`config.mk`:
```
export PLATFORM = sky130hd
export DESIGN_NAME = masked_byte_pattern_scan_flat
export DESIGN_NICKNAME = d
export VERILOG_FILES = /design/src/sv/mbps_pkg.sv /design/src/sv/mbps_in_if.sv /design/src/sv/mbps_out_if.sv /design/src/sv/mbps_cell.sv /design/src/sv/masked_byte_pattern_scan.sv /design/src/flat_wrapper.sv
export SDC_FILE = /design/constraint.sdc
export NUM_CORES = 2
export LEC_CHECK = 0
export ABC_AREA = 1
export BUFFER_PORTS_ARGS = -buffer_cell sky130_fd_sc_hd__buf_2
export CAP_MARGIN = 30
export CORE_UTILIZATION = 60
export CTS_BUF_LIST = sky130_fd_sc_hd__clkbuf_2 sky130_fd_sc_hd__clkbuf_4 sky130_fd_sc_hd__clkbuf_8
export CTS_CLUSTER_SIZE = 8
export DETAILED_ROUTE_END_ITERATION = 8
export PLACE_DENSITY = 0.78
export SLEW_MARGIN = 40
export SYNTH_ARGS = -nofsm -noshare
export SYNTH_HDL_FRONTEND = slang
export SYNTH_SLANG_ARGS = --single-unit
```
`constraint.sdc`:
```
create_clock -name i_clk -period 6.2 [get_ports i_clk]
set_input_delay 0.62 -clock i_clk [delete_from_list [all_inputs] [get_ports i_clk]]
set_output_delay 0.62 -clock i_clk [all_outputs]
set_load 0.02 [all_outputs]
```
`src/sv/mbps_pkg.sv`:
```
package mbps_pkg;

    // window depth, in bytes
    localparam int MAX_PATTERN_BYTES = 16;
    // pattern bytes held in the two pattern registers
    localparam int PAT_BYTES = 16;
    localparam int PAT_IDX_W = $clog2(PAT_BYTES);

    localparam int BYTE_W = 8;
    localparam int ADDR_W = 64;
    localparam int LEN_W  = 5;
    localparam int MASK_W = 16;
    localparam int CNT_W  = $clog2(MAX_PATTERN_BYTES + 1);
    localparam int SEL_W  = (CNT_W > PAT_IDX_W) ? CNT_W : PAT_IDX_W + 1;

    localparam int CFG_IDX_W  = 3;
    localparam int CFG_DATA_W = 64;

    // configuration register indexes
    localparam logic [CFG_IDX_W-1:0] CFG_PATTERN_LOW    = 3'd0;
    localparam logic [CFG_IDX_W-1:0] CFG_PATTERN_HIGH   = 3'd1;
    localparam logic [CFG_IDX_W-1:0] CFG_CARE_MASK      = 3'd2;
    localparam logic [CFG_IDX_W-1:0] CFG_PATTERN_LENGTH = 3'd3;
    localparam logic [CFG_IDX_W-1:0] CFG_FIND_ALL       = 3'd4;
    localparam logic [CFG_IDX_W-1:0] CFG_BASE_ADDRESS   = 3'd5;

    // per-cell compare setup
    typedef struct packed {
        logic [BYTE_W-1:0] pat;
        logic              care;
    } t_cell_ctl;

    // pattern byte and care bit for one pattern position
    function automatic t_cell_ctl pat_sel(
        input logic [PAT_BYTES*BYTE_W-1:0] pattern,
        input logic [MASK_W-1:0]           mask,
        input logic [SEL_W-1:0]            pidx
    );
        t_cell_ctl              ctl;
        logic [PAT_IDX_W-1:0]   idx;
        idx = pidx[PAT_IDX_W-1:0];
        if (pidx < SEL_W'(PAT_BYTES)) begin
            ctl.pat  = pattern[idx*BYTE_W +: BYTE_W];
            ctl.care = mask[idx];
        end else begin
            ctl.pat  = '0;
            ctl.care = 1'b0;
        end
        return ctl;
    endfunction

endpackage

```
`src/sv/mbps_in_if.sv`:
```
interface mbps_in_if;
    import mbps_pkg::*;

    logic              valid;
    logic              ready;
    logic [BYTE_W-1:0] data_byte;
    logic              last_byte;

    modport source (output valid, output data_byte, output last_byte, input ready);
    modport sink   (input valid, input data_byte, input last_byte, output ready);
endinterface

```
`src/sv/mbps_out_if.sv`:
```
interface mbps_out_if;
    import mbps_pkg::*;

    logic              valid;
    logic              ready;
    logic              match_found;
    logic [ADDR_W-1:0] match_address;
    logic              region_end;

    modport source (output valid, output match_found, output match_address,
                    output region_end, input ready);
    modport sink   (input valid, input match_found, input match_address,
                    input region_end, output ready);
endinterface

```
`src/sv/mbps_cell.sv`:
```
module mbps_cell
    import mbps_pkg::*;
(
    input  logic              i_clk,
    input  logic              i_rst_n,
    input  logic              i_shift,
    input  logic              i_clear,
    input  logic [BYTE_W-1:0] i_byte,
    input  t_cell_ctl         i_ctl,
    output logic [BYTE_W-1:0] o_byte,
    output logic              o_ok
);

    logic [BYTE_W-1:0] r_byte;
    logic [BYTE_W-1:0] n_byte;

    // the incoming byte is what this cell holds after the shift
    assign o_ok   = !i_ctl.care || (i_byte == i_ctl.pat);
    assign o_byte = r_byte;

    always_comb begin
        n_byte = r_byte;
        if (i_clear) begin
            n_byte = '0;
        end else if (i_shift) begin
            n_byte = i_byte;
        end
    end

    always_ff @(posedge i_clk) begin
        if (!i_rst_n) begin
            r_byte <= '0;
        end else begin
            r_byte <= n_byte;
        end
    end

endmodule

```
`src/sv/masked_byte_pattern_scan.sv`:
```
// Masked byte pattern scanner: bytes of a region enter one item per cycle and
// shift through a row of sixteen cells, each holding one window byte and
// comparing the byte it is about to take against its pattern byte (or passing
// it as a wildcard). A match is reported when its final byte arrives, at
// base_address plus the offset of the match's first byte; in all-matches mode
// matches do not overlap, in first mode only the first one is reported. The
// byte flagged last_byte always yields a result with region_end set and then
// the window and offsets clear for the next region. Each result is registered
// in the output register, so a new item is taken every
// cycle while the result side keeps up; an output item that is not taken
// holds the input for as long. Configuration must be written only while idle; the block does not enforce it.
module masked_byte_pattern_scan
    import mbps_pkg::*;
(
    input  logic                  i_clk,
    input  logic                  i_rst_n,
    input  logic                  i_cfg_we,
    input  logic [CFG_IDX_W-1:0]  i_cfg_idx,
    input  logic [CFG_DATA_W-1:0] i_cfg_data,
    mbps_in_if.sink               i_in,
    mbps_out_if.source            o_out
);

    // configuration registers
    logic [PAT_BYTES*BYTE_W-1:0] r_pattern;
    logic [MASK_W-1:0]           r_care;
    logic [LEN_W-1:0]            r_len;
    logic                        r_find_all;
    logic [ADDR_W-1:0]           r_base;

    // scan state
    logic [CNT_W-1:0]  r_since;
    logic [ADDR_W-1:0] r_offset;
    logic              r_first;

    // output register
    logic              r_out_valid;
    logic              r_out_found;
    logic [ADDR_W-1:0] r_out_addr;
    logic              r_out_end;

    logic              accept;
    logic [CNT_W-1:0]  len_eff;
    logic [CNT_W-1:0]  cnt_next;
    logic              all_ok;
    logic              hit;
    logic [ADDR_W-1:0] hit_addr;

    logic [BYTE_W-1:0] w_win [MAX_PATTERN_BYTES];
    logic [MAX_PATTERN_BYTES-1:0] w_ok;

    // config write port
    always_ff @(posedge i_clk) begin
        if (!i_rst_n) begin
            r_pattern  <= '0;
            r_care     <= '0;
            r_len      <= LEN_W'(1);
            r_find_all <= 1'b1;
            r_base     <= '0;
        end else if (i_cfg_we) begin
            unique case (i_cfg_idx)
                CFG_PATTERN_LOW:    r_pattern[63:0]   <= i_cfg_data;
                CFG_PATTERN_HIGH:   r_pattern[127:64] <= i_cfg_data;
                CFG_CARE_MASK:      r_care     <= i_cfg_data[MASK_W-1:0];
                CFG_PATTERN_LENGTH: r_len      <= i_cfg_data[LEN_W-1:0];
                CFG_FIND_ALL:       r_find_all <= i_cfg_data[0];
                CFG_BASE_ADDRESS:   r_base     <= i_cfg_data;
                default: ;
            endcase
        end
    end

    // handshake, no item taken while in reset
    assign accept     = i_in.valid && i_in.ready;
    assign i_in.ready = i_rst_n && (!r_out_valid || o_out.ready);

    // clamp the length to the window depth
    always_comb begin
        if (int'(r_len) > MAX_PATTERN_BYTES) begin
            len_eff = CNT_W'(MAX_PATTERN_BYTES);
        end else begin
            len_eff = CNT_W'(r_len);
        end
    end

    assign cnt_next = (r_since == CNT_W'(MAX_PATTERN_BYTES)) ? r_since
                                                            : r_since + CNT_W'(1);

    // cell row: cell 0 takes the new byte, each other cell its neighbor's
    for (genvar k = 0; k < MAX_PATTERN_BYTES; k++) begin : g_cell
        localparam logic [SEL_W-1:0] CELL_K = SEL_W'(k);
        logic [BYTE_W-1:0] w_in_byte;
        logic [SEL_W-1:0]  w_pidx;
        t_cell_ctl         w_ctl;
        t_cell_ctl         w_sel;

        if (k == 0) begin : g_head
            assign w_in_byte = i_in.data_byte;
        end else begin : g_body
            assign w_in_byte = w_win[k-1];
        end

        // cell k holds pattern byte len-1-k when inside the pattern
        assign w_pidx = SEL_W'(len_eff) - SEL_W'(1) - CELL_K;
        assign w_sel  = pat_sel(r_pattern, r_care, w_pidx);
        always_comb begin
            w_ctl = w_sel;
            if (CELL_K >= SEL_W'(len_eff)) begin
                w_ctl.care = 1'b0;
            end
        end

        mbps_cell u_cell (
            .i_clk   (i_clk),
            .i_rst_n (i_rst_n),
            .i_shift (accept),
            .i_clear (accept && i_in.last_byte),
            .i_byte  (w_in_byte),
            .i_ctl   (w_ctl),
            .o_byte  (w_win[k]),
            .o_ok    (w_ok[k])
        );
    end

    // match decision
    assign all_ok = &w_ok;
    assign hit = (len_eff != '0) && (cnt_next >= len_eff) &&
                 !(!r_find_all && r_first) && all_ok;
    assign hit_addr = r_base + (r_offset + ADDR_W'(1) - ADDR_W'(len_eff));

    // scan counters
    always_ff @(posedge i_clk) begin
        if (!i_rst_n) begin
            r_since  <= '0;
            r_offset <= '0;
            r_first  <= 1'b0;
        end else if (accept) begin
            if (i_in.last_byte) begin
                r_since  <= '0;
                r_offset <= '0;
                r_first  <= 1'b0;
            end else begin
                r_since  <= hit ? '0 : cnt_next;
                r_offset <= r_offset + ADDR_W'(1);
                if (hit && !r_find_all) begin
                    r_first <= 1'b1;
                end
            end
        end
    end

    // output register
    always_ff @(posedge i_clk) begin
        if (!i_rst_n) begin
            r_out_valid <= 1'b0;
        end else if (accept && (hit || i_in.last_byte)) begin
            r_out_valid <= 1'b1;
        end else if (o_out.ready) begin
            r_out_valid <= 1'b0;
        end
    end

    always_ff @(posedge i_clk) begin
        if (accept && (hit || i_in.last_byte)) begin
            r_out_found <= hit;
            r_out_addr  <= hit ? hit_addr : '0;
            r_out_end   <= i_in.last_byte;
        end
    end

    assign o_out.valid         = r_out_valid;
    assign o_out.match_found   = r_out_found;
    assign o_out.match_address = r_out_addr;
    assign o_out.region_end    = r_out_end;

    // checks
    a_since_range: assert property (@(posedge i_clk) disable iff (!i_rst_n)
        r_since <= CNT_W'(MAX_PATTERN_BYTES))
        else $error("resume count above window depth");

    a_region_clear: assert property (@(posedge i_clk) disable iff (!i_rst_n)
        accept && i_in.last_byte |=> r_out_valid && r_out_end && r_offset == '0
        && r_since == '0 && !r_first)
        else $error("region end not reported or state not cleared");

    a_empty_result: assert property (@(posedge i_clk) disable iff (!i_rst_n)
        r_out_valid |-> r_out_found || r_out_end)
        else $error("result with neither match nor region end");

    a_first_only: assert property (@(posedge i_clk) disable iff (!i_rst_n)
        accept && !r_find_all && r_first |-> !hit)
        else $error("second match reported in first mode");

endmodule
```
`src/flat_wrapper.sv`:
```
// flat-port wrapper written by rule: the top's interface ports become plain ports
module masked_byte_pattern_scan_flat import mbps_pkg::*;
  (i_clk, i_rst_n, i_cfg_we, i_cfg_idx, i_cfg_data, i_in_valid, i_in_data_byte, i_in_last_byte, i_in_ready, o_out_valid, o_out_match_found, o_out_match_address, o_out_region_end, o_out_ready);
  mbps_in_if i_in_i ();
  mbps_out_if o_out_i ();
  input  logic i_clk;
  input  logic i_rst_n;
  input  logic i_cfg_we;
  input  logic [CFG_IDX_W-1:0] i_cfg_idx;
  input  logic [CFG_DATA_W-1:0] i_cfg_data;
  input wire logic [$bits(i_in_i.valid)-1:0] i_in_valid;
  input wire logic [$bits(i_in_i.data_byte)-1:0] i_in_data_byte;
  input wire logic [$bits(i_in_i.last_byte)-1:0] i_in_last_byte;
  output wire logic [$bits(i_in_i.ready)-1:0] i_in_ready;
  output wire logic [$bits(o_out_i.valid)-1:0] o_out_valid;
  output wire logic [$bits(o_out_i.match_found)-1:0] o_out_match_found;
  output wire logic [$bits(o_out_i.match_address)-1:0] o_out_match_address;
  output wire logic [$bits(o_out_i.region_end)-1:0] o_out_region_end;
  input wire logic [$bits(o_out_i.ready)-1:0] o_out_ready;
  assign i_in_i.valid = i_in_valid;
  assign i_in_i.data_byte = i_in_data_byte;
  assign i_in_i.last_byte = i_in_last_byte;
  assign i_in_ready = i_in_i.ready;
  assign o_out_valid = o_out_i.valid;
  assign o_out_match_found = o_out_i.match_found;
  assign o_out_match_address = o_out_i.match_address;
  assign o_out_region_end = o_out_i.region_end;
  assign o_out_i.ready = o_out_ready;
  masked_byte_pattern_scan u_core (.i_clk(i_clk), .i_rst_n(i_rst_n), .i_cfg_we(i_cfg_we), .i_cfg_idx(i_cfg_idx), .i_cfg_data(i_cfg_data), .i_in(i_in_i), .o_out(o_out_i));
endmodule
```
---- Yosys cells after proc, flatten, opt, wreduce, memory -nomap -nowiden ----
Index checks and enable logic that the tools add are counted.
word-level totals
  logic and storage cells ................. 269
  output and inout port bits .............. 68
  flip-flop bits (word level) ............. 471
  bits of input ports ..................... 81
cells by class
  eq/ne operators ......................... 22
  reductions and logical operators ........ 59
  magnitude comparators ................... 50
  shifts and indexed selects .............. 16
  add/sub/neg operators ................... 20
  muxes and demuxes ....................... 73
  bitwise logic cells ..................... 1
operators by type and width
  operator                                                          count
  indexed part select 128 x 8 -> 8 bit                              16
  two-way mux 9 bit                                                 16
  == test 8 bit                                                     16
  less-than comparator 4 x 5 -> 1 bit, second input constant        16
  less-than comparator 5 bit, second input constant                 16
  adder 64 x 1 -> 64 bit, second input constant                     1
  adder 64 bit                                                      1
  binary-select mux 1 bit (select 4 bit)                            16
  two-way mux 64 bit                                                1
  subtractor 64 x 5 -> 64 bit                                       1
  greater-or-equal comparator 4 x 5 -> 1 bit, first input constant  8
  subtractor 5 x 4 -> 5 bit, second input constant                  8
  two-way mux 1 bit                                                 36
  greater-or-equal comparator 3 x 5 -> 1 bit, first input constant  4
  two-way mux 5 bit                                                 4
  subtractor 5 x 3 -> 5 bit, second input constant                  4
  zero test 1 bit                                                   19
  logical OR 1 bit                                                  18
  AND reduction 16 bit                                              1
  AND reduction 2 bit                                               7
  greater-or-equal comparator 1 x 5 -> 1 bit, first input constant  2
  greater-or-equal comparator 2 x 5 -> 1 bit, first input constant  2
  subtractor 5 x 1 -> 5 bit, second input constant                  2
  subtractor 5 x 2 -> 5 bit, second input constant                  2
  other kinds (13)                                                  24

---- Depth between registers and ports, before layout ----
  depth after elaboration ................. 15
  mapped depth ............................ 32
  depth with buffers taken out ............ 30

---- Hierarchy ----
Synthesis repeated with hierarchy kept, for this count alone.
unflattened totals
  cell total of the unflattened synthesis .. 5791
  area total of the unflattened synthesis .. 35128.7 um^2
modules (own cells, without submodules)
  module                    area each (um^2)  times used  seq. area each (um^2)  cells each
  masked_byte_pattern_scan  28262.1           1           7687.4                 4719
  mbps_cell                 429.2             16          160.2                  67

---- Worst setup path after synthesis ----
OpenSTA, ideal clock, no wires.
  kind .................................... reg2reg
  start point ............................. reg u_core.r_len[4]
  end point ............................... reg u_core.r_out_addr[0], in the netlist u_core.o_out.match_address[0], enable pin
  setup time .............................. 0.426 ns
  stages on the path, launching flop included .. 29
  buffers on the path ..................... 6
  path slack .............................. 0.464 ns
  clock period less this slack ............ 5.736 ns
  required time ........................... 5.774 ns
  arrival time ............................ 5.311 ns
  cell sequence ........................... dfxtp_1 -> buf_6 -> inv_4 -> nand2_4 -> buf_2 -> buf_1 -> ha_1 -> inv_2 -> buf_1 -> ha_1 -> clkbuf_1 -> clkinv_1 -> clkbuf_1 -> nand3_1 -> nand2_1 -> nand2_1 -> nand2_1 -> nand3_1 -> nand2_1 -> nand2_1 -> nor2_1 -> nand2_1 -> nand2_1 -> nand2_1 -> nor2_1 -> nand2_1 -> nor2_1 -> nand3_1 -> nand2_1
between the ends
  word-level cells in the longest chain between the ends .. 14
  elaborated cells on any way between the ends .. 186
  those cells by class .................... 16 x add/sub; 34 x order compare; 16 x eq/ne; 16 x shift; 65 x mux; 39 x reduce/logical
ends and longest elaborated chain
  item                                                                               line                             text
  from (decl)                                                                        masked_byte_pattern_scan.sv:27   logic [LEN_W-1:0] r_len;
  from (signal assigned)                                                             masked_byte_pattern_scan.sv:65   CFG_PATTERN_LENGTH: r_len <= i_cfg_data[LEN_W-1:0];
  greater-than comparator 5 bit                                                      masked_byte_pattern_scan.sv:79   if (int'(r_len) > MAX_PATTERN_BYTES) begin
  two-way mux 5 bit *                                                                masked_byte_pattern_scan.sv:79
  parallel branches: the longest is 9 deep, another holds subtractor 5 x 1 -> 5 bit  -
  logical AND 1 bit *                                                                masked_byte_pattern_scan.sv:128  !(!r_find_all && r_first) && all_ok;
  logical OR 1 bit *                                                                 masked_byte_pattern_scan.sv:164  if (accept && (hit || i_in.last_byte)) begin
  logical AND 1 bit *                                                                masked_byte_pattern_scan.sv:164
  to (signal assigned)                                                               masked_byte_pattern_scan.sv:166  r_out_addr <= hit ? hit_addr : '0;
  to (decl)                                                                          masked_byte_pattern_scan.sv:39   logic [ADDR_W-1:0] r_out_addr;
Mark *: on every way between the ends. The select of a mux whose other input is x is not followed.
A chain may end at the register's enable or synchronous reset.

---- Final worst setup path ----
  start point ............................. reg u_core.r_offset[0]
  end point ............................... reg u_core.r_out_addr[62], in the netlist u_core.o_out.match_address[62], data pin
between the ends
  word-level cells in the longest chain between the ends .. 3
ends and longest elaborated chain
  item                         line                             text
  from (decl)                  masked_byte_pattern_scan.sv:33   logic [ADDR_W-1:0] r_offset;
  from (signal assigned)       masked_byte_pattern_scan.sv:144  r_offset <= r_offset + ADDR_W'(1);
  adder 64 x 1 -> 64 bit       masked_byte_pattern_scan.sv:129  assign hit_addr = r_base + (r_offset + ADDR_W'(1) - ADDR_W'(len_eff));
  subtractor 64 x 5 -> 64 bit  masked_byte_pattern_scan.sv:129
  adder 64 bit                 masked_byte_pattern_scan.sv:129
No other way between the ends.

==> results.md <==
* Outcome: completed
* # port buffers at 148
* Type of origin of the critical path: register
* Starting Density at 0.6100
* Netlist cell types at 65
* Root buffer cell: clkbuf_8
* Synthesized area at 35400 µm²
* Slowest CP cell: a211o_1
* Placed cell count at approximately 6500
* Fin crit share at 0.9440
* Final setup fails at 0
* Nets@finish at 6088
* Synthesis Warnings at 0
* CTS tree: built
* IO Count at roughly 150
* Routed WL per cell at 20.89 µm
* Crit. Startpoint: u_core.r_offset[0]$_SDFFE_PN0P_
* Power per Cell Area at between 200 and 300 nW/µm²
* Clock Skews at 0.04625 ns
* Final Non-Filler Cells at 6694
* Post-layout util at 0.6643
* IR drop worst, VDD at 0.3386 mV
* First-pass GRT wire length at 206.9 mm
* Die extent in x at between 200 and 250 µm
* Initial antenna violation count at 8
* Pin count of the biggest net entering global routing at about 240
* GRT overflow at 0
* Most common cell after layout, fill and taps aside: nand2_1
* Avg Inst Size Synth at 6.071 µm²
* Primary FF master, synth: dfxtp_1
* Routed Antenna Nets at 0
* RePlAce Congestion at approximately 1.1
* Slew @ Worst Pin at 0.9818 ns
* Clock Path Buffers at 3
* DRC violations left at 0
* CP most frequent cell: inv_1
* CTS H-Tree Depth at 3
* Cell count after synthesis at 5831
* Crit path kind: register to register
* Fill cell count at 5556
* Die area at 59970 µm²
* Number of enable-type register cells in the synthesized netlist at 66
* Leak at 18.70 nW
* Fmax at ~0.17 GHz
* Sequential area share after synthesis at 0.2850
* Worst Hold Class: input port to register
* Clock transition at the registers of the reported paths at about 0.07 ns
* Post-CTS Setup Inserts at 0
* Vias per cell at 6.008
* Worst EP required at around 6.7 ns
* Row cnt at 88
* Seq cells post-synth at 471
* Share of layout cells above drive strength 1 at 0.08741
* Number of global-route vias before repair at 34800
* Worst Setup End Kind: register
* First drt pass iteration count at 9
* CP Max Fanout at 5
* Post-DP Area at 36560 µm²
* Final Max Tran Viols at 0
* Num CTS Buffers at 86
* FF-to-FF Start: u_core.r_offset[0]$_SDFFE_PN0P_
* WP data arrival at 6.31 ns
* Final HPWL DP at 107.2 mm
* Die Ht at roughly 240 µm
* Syn nets at a little over 6000
* Fin Hold WS at 0.1415 ns
* Most frequent cells in the layout: nand2_1 (1735), inv_1 (786), nand3_1 (729)
* Slew headroom at 0.3385
* DRT iter0 DRCs at 5821
* Clock Latency Late Sink at 0.73 ns
* Final Hold Vio Count at 0
* Overall routed net length at 139.8 mm
* Slowest cell delay on critical path at 0.43 ns
* Post-synth ARST share at 0
* Max-cap check violation count at 0
* Hold Startpoint: i_in_last_byte
* Area Growth Syn to Fin at 8.900%
* Global-route usage over all layers at 0.4541
* Period minus WS final at about 5.9 ns
* Total clock sinks at 471
* Area of the core at 58030 µm²
* Finished Cell Area at 38550 µm²
* Vias at 40220
==> sequential cells by signal, summed over array words and instances, names as in the netlist <==
signal	count
u_core.g_cell.u_cell.o_byte	120
u_core.r_pattern	128
u_core.r_since	5
u_core.r_base	64
u_core.o_out.match_found	1
u_core.o_out.match_address	64
u_core.r_care	16
u_core.r_len	5
u_core.o_out.region_end	1
u_core.r_offset	64
u_core.r_find_all	1
u_core.o_out.valid	1
u_core.r_first	1
==> critical path, delay by kind of cell (launching register included) <==
family / cells / cell delay (ns)
buffers and inverters: 4 / 0.32
AO/OA/AOI/OAI: 8 / 1.59
flip-flops: 1 / 0.42
adder cells (fa/ha/maj): 2 / 0.64
AND/OR/NAND/NOR: 12 / 2.60
==> cell type report <==
| cell class | instances | area [µm²] | share of cell area |
|---|---|---|---|
| flip-flops and latches | 471 | 10090 | 0.2617 |
| inverters | 801 | 3014 | 0.07819 |
| diodes | 3 | 7.507 | 0.0001947 |
| clock buffers | 138 | 1718 | 0.04456 |
| well taps | 765 | 957.2 | 0.02483 |
| repair buffers | 216 | 1386 | 0.03596 |
| multi-input cells | 4283 | 21160 | 0.5490 |
| clock inverters | 17 | 214.0 | 0.005550 |
==> kinds of logic (layout without fill, tap and decap cells) <==
logic type / count (synthesis) / after routing / share of synthesized area
compound gates: 884 / 884 / 0.1319
mux: 5 / 5 / 0.001414
flops: 471 / 471 / 0.2850
fa+ha+maj: 148 / 148 / 0.05337
other cells: 0 / 3 / 0
xor+xnor: 90 / 90 / 0.02428
simple gates: 3156 / 3156 / 0.3849
buf+inv: 1077 / 1172 / 0.1191
==> Yosys cell counts (58+ instances only) <==
library cell	count	area share
nand4_1	113	0.020
nand2_1	1739	0.18
a21oi_1	338	0.048
nor2_1	374	0.040
inv_1	790	0.084
nand3_1	729	0.10
ha_1	143	0.051
edfxtp_1	66	0.056
buf_2	58	0.0082
o21ai_0	440	0.062
xor2_1	63	0.016
clkbuf_1	156	0.017
dfxtp_1	405	0.23
==> where the power goes <==
group / leakage (nW) / total [mW] / switching (mW) / internal (mW)
registers: 3.91 / 3.37 / 0.0602 / 3.31
logic: 13.8 / 3.55 / 2.58 / 0.968
clock network: 1.03 / 3.39 / 1.46 / 1.93
total: 18.7 / 10.3 / 4.11 / 6.20
==> what timing repair did <==
item | in CTS | in global routing
hold buffers | 0 | 0
endpoints found under the hold margin | 0 | 0
resized for setup | 0 | 2
endpoints found under the setup margin | 0 | 8
==> final timing paths <==
| path | to | slack (ns) | cells after the start |
|---|---|---|---|
| worst min-delay path | u_core.o_out.region_end$_DFFE_PP_ | 0.14 | 1 |
| worst max-delay path | u_core.o_out.match_address[62]$_SDFFCE_PN0P_ | 0.35 | 26 |
| worst min register to register | u_core.r_first$_SDFFE_PN0P_ | 0.46 | 2 |
| worst max register to register | u_core.o_out.match_address[62]$_SDFFCE_PN0P_ | 0.35 | 26 |
==> routing by layer <==
layer | wire length, µm | track usage | part of all wire | up-vias
li1 | - | - | - | 18900
met1 | 56030 | 0.6279 | 0.40 | 18210
met2 | 53100 | 0.6144 | 0.38 | 2640
met3 | 23260 | 0.1742 | 0.17 | 464
met4 | 7332 | 0.2064 | 0.052 | 10
met5 | 114 | 0 | 0.00082 | -
==> metrics by stage <==
step           power (mW)  setup TNS (ns)  worst slack, ns
6_report            10.31               0           0.3470
5_1_grt             10.68        -0.02209         -0.02209
4_1_cts             10.14               0           0.5002
3_5_place_dp        6.804               0           0.5303
3_3_place_gp        6.770               0           0.6646
2_1_floorplan       5.700               0           0.4639
(Power assumes the default switching activity.)
